--- src/utf8d_pkg.sv ---
`timescale 1ns / 1ps
// ----------------------------------------------------------------------------
// utf8d_pkg
// Shared types and constants for the lenient UTF-8 to UCS-2 decoder.
// ----------------------------------------------------------------------------
package utf8d_pkg;

    localparam int MAX_UNITS   = 3;
    localparam int QUEUE_DEPTH = 2;

    localparam logic [7:0] CONT_MASK = 8'hC0;
    localparam logic [7:0] CONT_MARK = 8'h80;
    localparam logic [7:0] LEAD_MASK = 8'hE0;
    localparam logic [7:0] LEAD3_MARK = 8'hE0;
    localparam logic [7:0] LEAD2_MARK = 8'hC0;
    localparam logic [7:0] LEAD3_BITS = 8'h0F;
    localparam logic [7:0] LEAD2_BITS = 8'h1F;
    localparam logic [7:0] CONT_BITS = 8'h3F;

    typedef struct packed {
        logic [7:0] in_byte;
        logic       in_last;
    } t_in_req;

    typedef struct packed {
        logic [15:0] code_unit;
        logic        out_last;
    } t_out_req;

    typedef struct packed {
        logic [1:0]                  count;
        logic [MAX_UNITS-1:0][15:0]  unit;
        logic                        last;
    } t_group;

    typedef struct packed {
        logic   valid;
        t_group group;
    } t_head;

endpackage

--- src/utf8d_front.sv ---
`timescale 1ns / 1ps
// ----------------------------------------------------------------------------
// utf8d_front
// Accepts bytes, keeps the unfinished sequence and resolves each request
// into a group of up to three code units for the queue.
// ----------------------------------------------------------------------------
module utf8d_front (
    input  logic              i_clk,
    input  logic              i_rst_n,
    input  logic              i_in_valid,
    input  utf8d_pkg::t_in_req i_in_req,
    input  logic              i_full,
    output logic              o_in_stall,
    output logic              o_push,
    output utf8d_pkg::t_group o_group
);

    logic [1:0][7:0] r_pend;
    logic [1:0]      r_cnt;
    logic [1:0][7:0] n_pend;
    logic [1:0]      n_cnt;
    logic            accept;

    function automatic logic is_cont(input logic [7:0] b);
        return (b & utf8d_pkg::CONT_MASK) == utf8d_pkg::CONT_MARK;
    endfunction

    function automatic logic is_lead3(input logic [7:0] b);
        return (b & utf8d_pkg::LEAD_MASK) == utf8d_pkg::LEAD3_MARK;
    endfunction

    function automatic logic is_lead2(input logic [7:0] b);
        return (b & utf8d_pkg::LEAD_MASK) == utf8d_pkg::LEAD2_MARK;
    endfunction

    assign o_in_stall = i_full;
    assign accept     = i_in_valid && !i_full;

    always_comb begin
        logic [7:0] b;
        logic [7:0] p0;
        logic [7:0] p1;
        logic       last;
        logic       solo;
        b    = i_in_req.in_byte;
        last = i_in_req.in_last;
        p0   = r_pend[0];
        p1   = r_pend[1];
        solo = 1'b0;
        o_group       = '0;
        o_group.last  = last;
        n_pend        = '0;
        n_cnt         = 2'd0;
        unique case (r_cnt)
            2'd1: begin
                if (is_lead2(p0) && is_cont(b)) begin
                    o_group.unit[0] = {5'd0, p0[4:0] & utf8d_pkg::LEAD2_BITS[4:0],
                                       b[5:0] & utf8d_pkg::CONT_BITS[5:0]};
                    o_group.count   = 2'd1;
                end else if (is_lead3(p0) && is_cont(b)) begin
                    if (last) begin
                        o_group.unit[0] = {8'd0, p0};
                        o_group.unit[1] = {8'd0, b};
                        o_group.count   = 2'd2;
                    end else begin
                        n_pend[0] = p0;
                        n_pend[1] = b;
                        n_cnt     = 2'd2;
                    end
                end else begin
                    o_group.unit[0] = {8'd0, p0};
                    o_group.count   = 2'd1;
                    solo            = 1'b1;
                end
            end
            2'd2: begin
                if (is_cont(b)) begin
                    o_group.unit[0] = {p0[3:0] & utf8d_pkg::LEAD3_BITS[3:0],
                                       p1[5:0] & utf8d_pkg::CONT_BITS[5:0],
                                       b[5:0] & utf8d_pkg::CONT_BITS[5:0]};
                    o_group.count   = 2'd1;
                end else begin
                    o_group.unit[0] = {8'd0, p0};
                    o_group.unit[1] = {8'd0, p1};
                    o_group.count   = 2'd2;
                    solo            = 1'b1;
                end
            end
            default: begin
                solo = 1'b1;
            end
        endcase
        if (solo) begin
            if ((is_lead2(b) || is_lead3(b)) && !last) begin
                n_pend[0] = b;
                n_cnt     = 2'd1;
            end else begin
                o_group.unit[o_group.count] = {8'd0, b};
                o_group.count               = o_group.count + 2'd1;
            end
        end
        o_push = accept && (o_group.count != 2'd0);
    end

    always_ff @(posedge i_clk) begin
        if (!i_rst_n) begin
            r_cnt  <= 2'd0;
            r_pend <= '0;
        end else if (accept) begin
            r_cnt  <= n_cnt;
            r_pend <= n_pend;
        end
    end

endmodule

--- src/utf8d_queue.sv ---
`timescale 1ns / 1ps
// ----------------------------------------------------------------------------
// utf8d_queue
// Short queue of resolved code-unit groups between the front and back.
// ----------------------------------------------------------------------------
module utf8d_queue (
    input  logic              i_clk,
    input  logic              i_rst_n,
    input  logic              i_push,
    input  utf8d_pkg::t_group i_group,
    input  logic              i_pop,
    output logic              o_full,
    output utf8d_pkg::t_head  o_head
);

    localparam int PTR_W = $clog2(utf8d_pkg::QUEUE_DEPTH);
    localparam int CNT_W = $clog2(utf8d_pkg::QUEUE_DEPTH + 1);

    utf8d_pkg::t_group r_mem [utf8d_pkg::QUEUE_DEPTH];
    logic [PTR_W-1:0]  r_wr_ptr;
    logic [PTR_W-1:0]  r_rd_ptr;
    logic [CNT_W-1:0]  r_count;
    logic              do_pop;

    assign o_full       = r_count == CNT_W'(utf8d_pkg::QUEUE_DEPTH);
    assign o_head.valid = r_count != '0;
    assign o_head.group = r_mem[r_rd_ptr];
    assign do_pop       = i_pop && o_head.valid;

    always_ff @(posedge i_clk) begin
        if (i_push) begin
            r_mem[r_wr_ptr] <= i_group;
        end
    end

    always_ff @(posedge i_clk) begin
        if (!i_rst_n) begin
            r_wr_ptr <= '0;
            r_rd_ptr <= '0;
            r_count  <= '0;
        end else begin
            if (i_push) begin
                r_wr_ptr <= (r_wr_ptr == PTR_W'(utf8d_pkg::QUEUE_DEPTH - 1)) ?
                            '0 : r_wr_ptr + 1'b1;
            end
            if (do_pop) begin
                r_rd_ptr <= (r_rd_ptr == PTR_W'(utf8d_pkg::QUEUE_DEPTH - 1)) ?
                            '0 : r_rd_ptr + 1'b1;
            end
            r_count <= r_count + CNT_W'(i_push) - CNT_W'(do_pop);
        end
    end

endmodule

--- src/utf8d_back.sv ---
`timescale 1ns / 1ps
// ----------------------------------------------------------------------------
// utf8d_back
// Serializes the group at the head of the queue into one code unit per
// output request and releases the group after its final unit.
// ----------------------------------------------------------------------------
module utf8d_back (
    input  logic               i_clk,
    input  logic               i_rst_n,
    input  utf8d_pkg::t_head   i_head,
    input  logic               i_out_stall,
    output logic               o_pop,
    output logic               o_out_valid,
    output utf8d_pkg::t_out_req o_out_req
);

    logic [1:0] r_idx;
    logic       take;
    logic       final_unit;

    assign final_unit  = r_idx == (i_head.group.count - 2'd1);
    assign take        = i_head.valid && !i_out_stall;
    assign o_pop       = take && final_unit;
    assign o_out_valid = i_head.valid;

    always_comb begin
        o_out_req.code_unit = i_head.group.unit[r_idx];
        o_out_req.out_last  = i_head.group.last && final_unit;
    end

    always_ff @(posedge i_clk) begin
        if (!i_rst_n) begin
            r_idx <= 2'd0;
        end else if (take) begin
            r_idx <= final_unit ? 2'd0 : r_idx + 2'd1;
        end
    end

endmodule

--- src/utf8_to_ucs2_lenient_decoder_core.sv ---
`timescale 1ns / 1ps
// ----------------------------------------------------------------------------
// utf8_to_ucs2_lenient_decoder_core
// Lenient UTF-8 to UCS-2 decoder: bytes in, 16-bit code units out.
//
// Channel   Dir  Handshake                  Payload
// input     in   i_in_valid / o_in_stall    i_in_req  (in_byte, in_last)
// output    out  o_out_valid / i_out_stall  o_out_req (code_unit, out_last)
//
// A byte is accepted every cycle while the two-entry group queue has room.
// Each byte resolves in the front in its accept cycle into zero to three
// code units; the back gives one code unit per cycle while the output is
// not stalled, so a byte that yields n units takes n output transfers. The
// resolved group is registered in the queue, whose head the back reads.
// Reset clears the pending bytes and the queue. An output stall backs up
// the queue and then stalls the input.
module utf8_to_ucs2_lenient_decoder_core (
    input  logic                i_clk,
    input  logic                i_rst_n,
    input  logic                i_in_valid,
    input  utf8d_pkg::t_in_req  i_in_req,
    output logic                o_in_stall,
    output logic                o_out_valid,
    output utf8d_pkg::t_out_req o_out_req,
    input  logic                i_out_stall
);

    logic              push;
    logic              pop;
    logic              full;
    utf8d_pkg::t_group group;
    utf8d_pkg::t_head  head;

    utf8d_front u_front (
        .i_clk      (i_clk),
        .i_rst_n    (i_rst_n),
        .i_in_valid (i_in_valid),
        .i_in_req   (i_in_req),
        .i_full     (full),
        .o_in_stall (o_in_stall),
        .o_push     (push),
        .o_group    (group)
    );

    utf8d_queue u_queue (
        .i_clk   (i_clk),
        .i_rst_n (i_rst_n),
        .i_push  (push),
        .i_group (group),
        .i_pop   (pop),
        .o_full  (full),
        .o_head  (head)
    );

    utf8d_back u_back (
        .i_clk       (i_clk),
        .i_rst_n     (i_rst_n),
        .i_head      (head),
        .i_out_stall (i_out_stall),
        .o_pop       (pop),
        .o_out_valid (o_out_valid),
        .o_out_req   (o_out_req)
    );

endmodule

--- config.mk ---
export PLATFORM = sky130hd
export DESIGN_NAME = utf8_to_ucs2_lenient_decoder_core
export DESIGN_NICKNAME = d
export VERILOG_FILES = /design/src/utf8d_pkg.sv /design/src/utf8d_front.sv /design/src/utf8d_queue.sv /design/src/utf8d_back.sv /design/src/utf8_to_ucs2_lenient_decoder_core.sv
export SDC_FILE = /design/constraint.sdc
export NUM_CORES = 1
export LEC_CHECK = 0
export BUFFER_PORTS_ARGS = -buffer_cell sky130_fd_sc_hd__buf_4
export CAP_MARGIN = 10
export CORE_MARGIN = 10
export CORE_UTILIZATION = 36
export CTS_CLUSTER_DIAMETER = 40
export DETAILED_ROUTE_END_ITERATION = 8
export PLACE_DENSITY = 0.54
export SYNTH_ARGS = -nofsm -noshare
export SYNTH_HDL_FRONTEND = slang
export SYNTH_SLANG_ARGS = --single-unit
--- constraint.sdc ---
create_clock -name i_clk -period 4 [get_ports i_clk]
set_clock_uncertainty 0.05 [all_clocks]
set_input_delay 0.2 -clock i_clk [delete_from_list [all_inputs] [get_ports i_clk]]
set_output_delay 0.2 -clock i_clk [all_outputs]
set_load 0.02 [all_outputs]
==> results of run 1 <==
-- power by group --
part	internal (W)	switching, W
Combinational	0.000355	0.000487
Sequential	0.00124	0.0000801
Clock	0.000480	0.000357
-- routing by layer --
| metal | vias to the layer above | wire (um) | part of all wire (%) |
|---|---|---|---|
| li1 | 1346 | - | - |
| met3 | 11 | 426 | 4.6 |
| met5 | - | 0 | 0 |
| met1 | 1332 | 4350 | 47 |
| met2 | 53 | 4330 | 47 |
| met4 | 0 | 162 | 1.7 |
-- path summary, 6_finish.rpt --
path                            from                    to  slack (ns)  depth (start not counted)
setup / recovery   u_front.r_pend[5]  u_queue.r_mem[0][12]        0.92                          9
hold / removal           i_in_req[0]   u_queue.r_mem[0][0]        0.07                          1
setup reg to reg   u_front.r_pend[5]  u_queue.r_mem[0][12]        0.92                          9
hold reg to reg   u_front.r_pend[12]    u_front.r_pend[12]        0.44                          2
-- state kept, by name, indices dropped and copies added (netlist names), named ones only --
signal,flops
u_queue.r_mem,70
u_front.r_pend,16
u_back.r_idx,2
u_front.r_cnt,2
u_queue.r_count,2
u_queue.r_rd_ptr,1
u_queue.r_wr_ptr,1
-- cell families after synthesis --
kind of cell | Yosys count | synth area share [%]
simple gates | 102 | 12.0
xor+xnor | 5 | 1.01
fa+ha+maj | 7 | 2.01
mux | 29 | 9.23
flops | 95 | 59.8
compound gates | 72 | 12.8
buf+inv | 32 | 3.08
-- synth_stat cells (4+ instances only) --
cell type	count
edfxtp_1	70
nand2_1	30
dfxtp_1	25
nor2_1	25
mux2i_1	21
a22o_1	18
inv_1	17
a21oi_1	12
and2_1	10
and3_1	9
o22ai_1	8
ha_1	7
clkbuf_1	6
buf_2	5
mux4_2	5
nor3_1	5
a22oi_1	4
nand2b_1	4
-- area by class of cell --
cell class | count | area share, %
Sequential cell | 95 | 51.7
Multi-Input combinational cell | 215 | 32.1
Clock buffer | 11 | 5.24
Timing Repair Buffer | 35 | 5.22
Tap cell | 147 | 3.65
Inverter | 18 | 1.34
Clock inverter | 5 | 0.720
-- cell usage in the layout, fill, tap and decap left out, types with 7 or more instances in the layout --
cell / Yosys / final
o22ai_1: 8 / 8
ha_1: 7 / 7
dfxtp_1: 25 / 25
clkbuf_16: 0 / 10
a22o_1: 18 / 18
buf_4: 0 / 35
edfxtp_1: 70 / 70
mux2i_1: 21 / 21
and3_1: 9 / 9
a21oi_1: 12 / 12
inv_1: 17 / 17
nand2_1: 30 / 30
and2_1: 10 / 10
nor2_1: 25 / 25
-- metrics by stage --
stage               instances  total power, W  setup slack (ns)  util (%)
finish                    526         0.00300             0.924      42.3
global route              526         0.00317             0.697      42.3
CTS                       526         0.00305             0.907      42.3
detailed placement        510         0.00220             0.946      39.8
global placement          510         0.00219             0.998      39.8
floorplan                 342         0.00191            0.0270         -
==> out/results.tsv, run 1 <==
stage	metric	value	unit
run_status	status	completed	
synthesis	ys_warn_count	0	
worst_setup_path	cp-start-kind	flop	
clock_network	cts_resized	0	
synthesis	synth.top_cell.area_share	48.3	%
die	start_util	36.5	%
place	place_hpwl	6.69	mm
worst_setup_path	cp.arrival	3.00	ns
clock_network	clockRootBuffer	clkbuf_16	
worst_setup_path	path_cells	nand3_1, or3_1, a21oi_1, inv_1, ha_1, nor3_1, a31oi_2, nor2b_2, buf_4	
place	dpl_cell_area	4740	um2
cells_and_area	diodes	0	
synthesis	syn-num-nets	362	
synthesis	synth_edf_count	70	
cells_and_area	nets	394	
synthesis	ys_ff_latch	95	
synthesis	ys_seq_area_share	59.8	%
sta	min_period	3.08	ns
sta	slew_headroom	53.7	%
synthesis	netlist_instances	342	
clock_network	clock-sinks	95	
sta	rsz0062_at_grt	false	
cells_and_area	seq_area	2600	um2
clock_network	post_cts_buffers	0	
sta	fmax	325	MHz
route	routed_via_density	5.21	
global_route	gr-max-usage-layer	met2	
sta	worst_slew_pin_slew	0.693	ns
synthesis	ys_top_cells_by_area	edfxtp_1, dfxtp_1, mux2i_1	
power	p_per_area	596	nW/um2
sta	final_hold_viol_count	0	
worst_setup_path	path_delay_family	simple AND/OR/NAND/NOR gates	
die	core_area	11900	um2
route	drtIter0Drc	150	
clock_network	postCtsHoldBufs	0	
route	drc	0	
global_route	grtUsageMet1	15.5	%
worst_setup_path	crit_required	3.93	ns
cells_and_area	filler_cell_count	1129	
clock_network	cts_tree	yes	
global_route	use_met2	17.2	%
global_route	grt_pass1_wl	14.8	mm
worst_setup_path	cpMaxStageDelayCell	dfxtp_1	
synthesis	synth_ff_type	edfxtp_1	
synthesis	synth_cell_types	58	
cells_and_area	multi_input_area	1620	um2
clock_network	numCtsBuffers	9	
die	die_h	130	um
flow_run	max_cap_violations	0	
worst_setup_path	path_buf_inv	2	
die	die_x	130	um
cells_and_area	final_cell_area	5040	um2
sta	finalSetupViolCount	0	
die	die-area	16900	um2
route	ant_nets	0	
clock_network	clk_path_buf_depth	2	
synthesis	synth_async_sr_flop_share	0	%
cells_and_area	drive_gt1_share	20.1	%
clock_network	clock_latency	0.34	ns
sta	fin_hold_ws	0.0682	ns
worst_setup_path	cp_max_fo	35	
worst_setup_path	worstSetupEndpointType	flop	
power	p_leak	1.80	nW
global_route	grt_use_total	11.4	%
sta	final_max_slew_viol_count	0	
sta	fin_crit_sh	76.9	%
clock_network	clkSlewWorstSetupHoldPaths	0.07	ns
place	io_buffers	31	
global_route	grt_max_degree	36	
place	gp_congestion	0.868	
route	num_vias	2742	
worst_hold_path	min_path_type	input port to flop	
route	routed_wl	9.27	mm
sta	fin_tns_setup	0	ns
global_route	met3_usage	2.07	%
power	ir_drop	0.189	mV
die	rows	40	
global_route	antenna_found_initial	0	
route	wl_per_cell	17.6	um
cells_and_area	area_growth	15.7	%
worst_setup_path	path_class	flop to flop	
global_route	grt_pass1_vias	2734	
synthesis	synth_top_cell_by_area	edfxtp_1	
die	ios	32	
worst_setup_path	max_stage_delay	0.46	ns
synthesis	avgSynthCellArea	12.7	um2
synthesis	synthesis.area	4350	um2
route	drt_first_pass_iters	4	
global_route	gr-total-overflow	0	
clock_network	htreeDepth	3	
No activity file was read; power rests on OpenSTA's default activity.
==> run 2, diff against run 1 <==
--- a/config.mk
+++ b/config.mk
@@ -5,13 +5,14 @@
 export SDC_FILE = /design/constraint.sdc
 export NUM_CORES = 1
 export LEC_CHECK = 0
+export ABC_AREA = 1
 export BUFFER_PORTS_ARGS = -buffer_cell sky130_fd_sc_hd__buf_4
 export CAP_MARGIN = 10
 export CORE_MARGIN = 10
 export CORE_UTILIZATION = 36
 export CTS_CLUSTER_DIAMETER = 40
 export DETAILED_ROUTE_END_ITERATION = 8
-export PLACE_DENSITY = 0.54
+export PLACE_DENSITY = 0.52
 export SYNTH_ARGS = -nofsm -noshare
 export SYNTH_HDL_FRONTEND = slang
 export SYNTH_SLANG_ARGS = --single-unit
==> constraint.sdc (replaced) <==
create_clock -name i_clk -period 3 [get_ports i_clk]
set_clock_uncertainty 0.05 [all_clocks]
set_input_delay 0.15 -clock i_clk [delete_from_list [all_inputs] [get_ports i_clk]]
set_output_delay 0.15 -clock i_clk [all_outputs]
set_load 0.02 [all_outputs]
==> out/results.tsv, run 2 <==
stage	metric	value	unit
global_route	grt_pass1_wl	17.4	mm
synthesis	ys_warn_count	0	
sta	final_max_slew_viol_count	0	
sta	final_hold_viol_count	0	
worst_setup_path	reg2reg_slack	0.29	ns
sta	worst_slew_pin_slew	0.579	ns
worst_setup_path	path_class	flop to flop	
worst_setup_path	cpMaxStageDelayCell	dfxtp_1	
route	drt_first_pass_iters	4	
power	p_per_area	774	nW/um2
synthesis	ys_seq_area_share	58.7	%
power	p_total	0.00399	W
flow_run	max_cap_violations	0	
sta	fmax	368	MHz
sta	rsz0062_at_grt	false	
place	place_hpwl	7.84	mm
clock_network	clockRootBuffer	clkbuf_16	
route	wl_met3	635	um
power	pwr-share-seq	43.2	%
global_route	grt_max_degree	36	
cells_and_area	nets	516	
die	core_area	12000	um2
worst_setup_path	path_buf_inv	6	
synthesis	netlist_instances	459	
clock_network	clk_path_buf_depth	2	
sta	min_period	2.71	ns
power	p_leak	2.01	nW
synthesis	synth_edf_count	70	
sta	fin_tns_setup	0	ns
route	ant_nets	0	
worst_setup_path	crit_required	3.18	ns
cells_and_area	fin_cells	648	
clock_network	htreeDepth	3	
sta	finalSetupViolCount	0	
global_route	gr-total-overflow	0	
cells_and_area	layout_commonest_cell	nand2_1	
global_route	grt_pass1_vias	3215	
sta	fin_crit_sh	90.5	%
synthesis	ys_top_cells_by_area	edfxtp_1, dfxtp_1, nand2_1	
cells_and_area	top_register	u_queue.r_mem	
synthesis	avgSynthCellArea	9.66	um2
place	place_inst	631	
power	internal_power	0.00265	W
worst_hold_path	worst_hold_path.endpoint	u_queue.r_count[0]	
die	rows	40	
synthesis	synth_ff_type	edfxtp_1	
worst_hold_path	worstHoldStart	i_rst_n	
power	p_clk_share	26.3	%
worst_setup_path	path_delay_family	adder cells	
run_status	status	completed	
worst_setup_path	worstRegToRegCells	18	
die	start_util	36.9	%
route	drc	0	
cells_and_area	reg_top3	u_queue.r_mem: 70 flops, u_front.r_pend: 16 flops	
clock_network	numCtsBuffers	9	
synthesis	synthesis.area	4430	um2
global_route	antenna_found_initial	0	
cells_and_area	filler_cell_count	1179	
place	dpl_cell_area	4870	um2
die	die_x	131	um
power	p_sw	0.00135	W
worst_setup_path	cp_max_fo	8	
route	drtIter0Drc	216	
worst_setup_path	cp.depth	18	
clock_network	clock-sinks	95	
place	gp_congestion	0.881	
cells_and_area	area_growth	16.4	%
cells_and_area	largest_reg_flops	70	
route	wl_met1	5.04	mm
worst_setup_path	reg2reg_from	u_front.r_cnt[0]	
clock_network	cts_tree	yes	
route	wl_met2	4.94	mm
cells_and_area	final_cell_area	5160	um2
worst_hold_path	worstHoldPathCells	3	
synthesis	yosysMostFrequentCell	nand2_1	
cells_and_area	seq_area	2600	um2
cells_and_area	final_cell_mix	nand2_1, edfxtp_1, nor2_1	
route	num_vias	3341	
worst_setup_path	cp-start-kind	flop	
synthesis	synth_top_cell_by_area	edfxtp_1	
sta	fin_hold_ws	0.00954	ns
clock_network	clkSlewWorstSetupHoldPaths	0.06	ns
global_route	grt_use_total	13.4	%
worst_hold_path	min_path_type	input port to flop	
cells_and_area	drive_gt1_share	16.6	%
worst_setup_path	cp.arrival	2.89	ns
synthesis	syn-num-nets	479	
worst_setup_path	worstSetupEndpointType	flop	
cells_and_area	multi_input_area	1570	um2
synthesis	ys_ff_latch	95	
route	routed_wl	10.8	mm
place	io_buffers	31	
cells_and_area	diodes	0	
worst_setup_path	max_stage_delay	0.32	ns
power	p_comb_share	30.5	%
sta	slew_headroom	61.1	%
route	top_layer	met4	
power	swShare	33.7	%
die	die-area	17200	um2
route	wl_per_cell	16.6	um
route	routed_via_density	5.16	
clock_network	clock_latency	0.34	ns
worst_setup_path	path_cells	inv_1, ha_1, inv_1, nor2_4, inv_2, a21oi_2, inv_1, ha_1, inv_1, nand3_1, nand2_1, nand2_1, nand2_1, inv_1, ha_1, xor2_1, o21ai_0, a21oi_1	
synthesis	synth_async_sr_flop_share	0	%
die	die_h	131	um
synthesis	synth.top_cell.area_share	47.4	%
die	ios	32	
synthesis	yosys-top-cells-count	nand2_1, edfxtp_1, nor2_1	
worst_setup_path	r2r_end	u_queue.r_count[1]	
synthesis	synth_cell_types	41	
clock_network	post_cts_buffers	0	
worst_setup_path	crit_path_frequent_cell	inv_1	
power	ir_drop	0.413	mV
-- run 2: tightest hold or removal path: stages --
cell,delay (ns)
buf_4,0.12
nand2_1,0.06
inv_1,0.04
-- run 2: area by class of cell --
| class | instances | share of cell area (%) |
|---|---|---|
| repair buffers | 38 | 6.06 |
| flip-flops and latches | 95 | 50.4 |
| clock buffers | 11 | 4.71 |
| inverters | 55 | 4.10 |
| clock inverters | 5 | 0.631 |
| well taps | 147 | 3.57 |
| multi-input cells | 297 | 30.5 |
-- run 2: cells by family after synthesis --
kind of cell | after synthesis | share of synthesized area (%)
fa+ha+maj | 7 | 1.98
xor+xnor | 3 | 0.593
flops | 95 | 58.7
compound gates | 103 | 13.6
simple gates | 183 | 18.9
buf+inv | 67 | 5.98
mux | 1 | 0.226
-- run 2: stage by stage --
stage          worst slack [ns]  utilization, %
5_1_grt                  0.0376            42.9
4_1_cts                   0.260            42.9
3_5_place_dp              0.275            40.6
6_report                  0.286            42.9
2_1_floorplan             0.175               -
3_3_place_gp              0.370            40.6
-- run 2: how the worst max path moves through the flow --
stage / startpoint / endpoint / slack [ns]
floorplan: u_front.r_cnt[0] / u_queue.r_mem[1][0] / 0.17
global placement: u_front.r_cnt[0] / u_queue.r_count[1] / 0.37
detailed placement: u_front.r_cnt[0] / u_queue.r_count[1] / 0.28
CTS: u_front.r_cnt[0] / u_queue.r_count[1] / 0.26
global route: u_front.r_cnt[0] / u_queue.r_count[1] / 0.04
finish: u_front.r_cnt[0] / u_queue.r_count[1] / 0.29
-- run 2: timing repair --
action / CTS / global route
gates resized for setup: 0 / 0
hold buffers: 1 / 0
hold endpoints to repair: 2 / 0
setup endpoints to repair: 0 / 0
-- run 2: power groups by stage --
stage               Sequential (W)  Clock, W  Combinational, W
global placement           0.00175         0           0.00124
detailed placement         0.00175         0           0.00125
floorplan                  0.00172         0          0.000787
finish                     0.00172   0.00105           0.00122
global route               0.00174   0.00115           0.00137
CTS                        0.00172   0.00108           0.00125
-- run 2: per-layer routing --
metal  vias to the layer above  track usage [%]
li1                       1652                -
met1                      1601             17.8
met2                        78             20.3
met3                        10             4.23
met4                         0             4.32
met5                         -                0
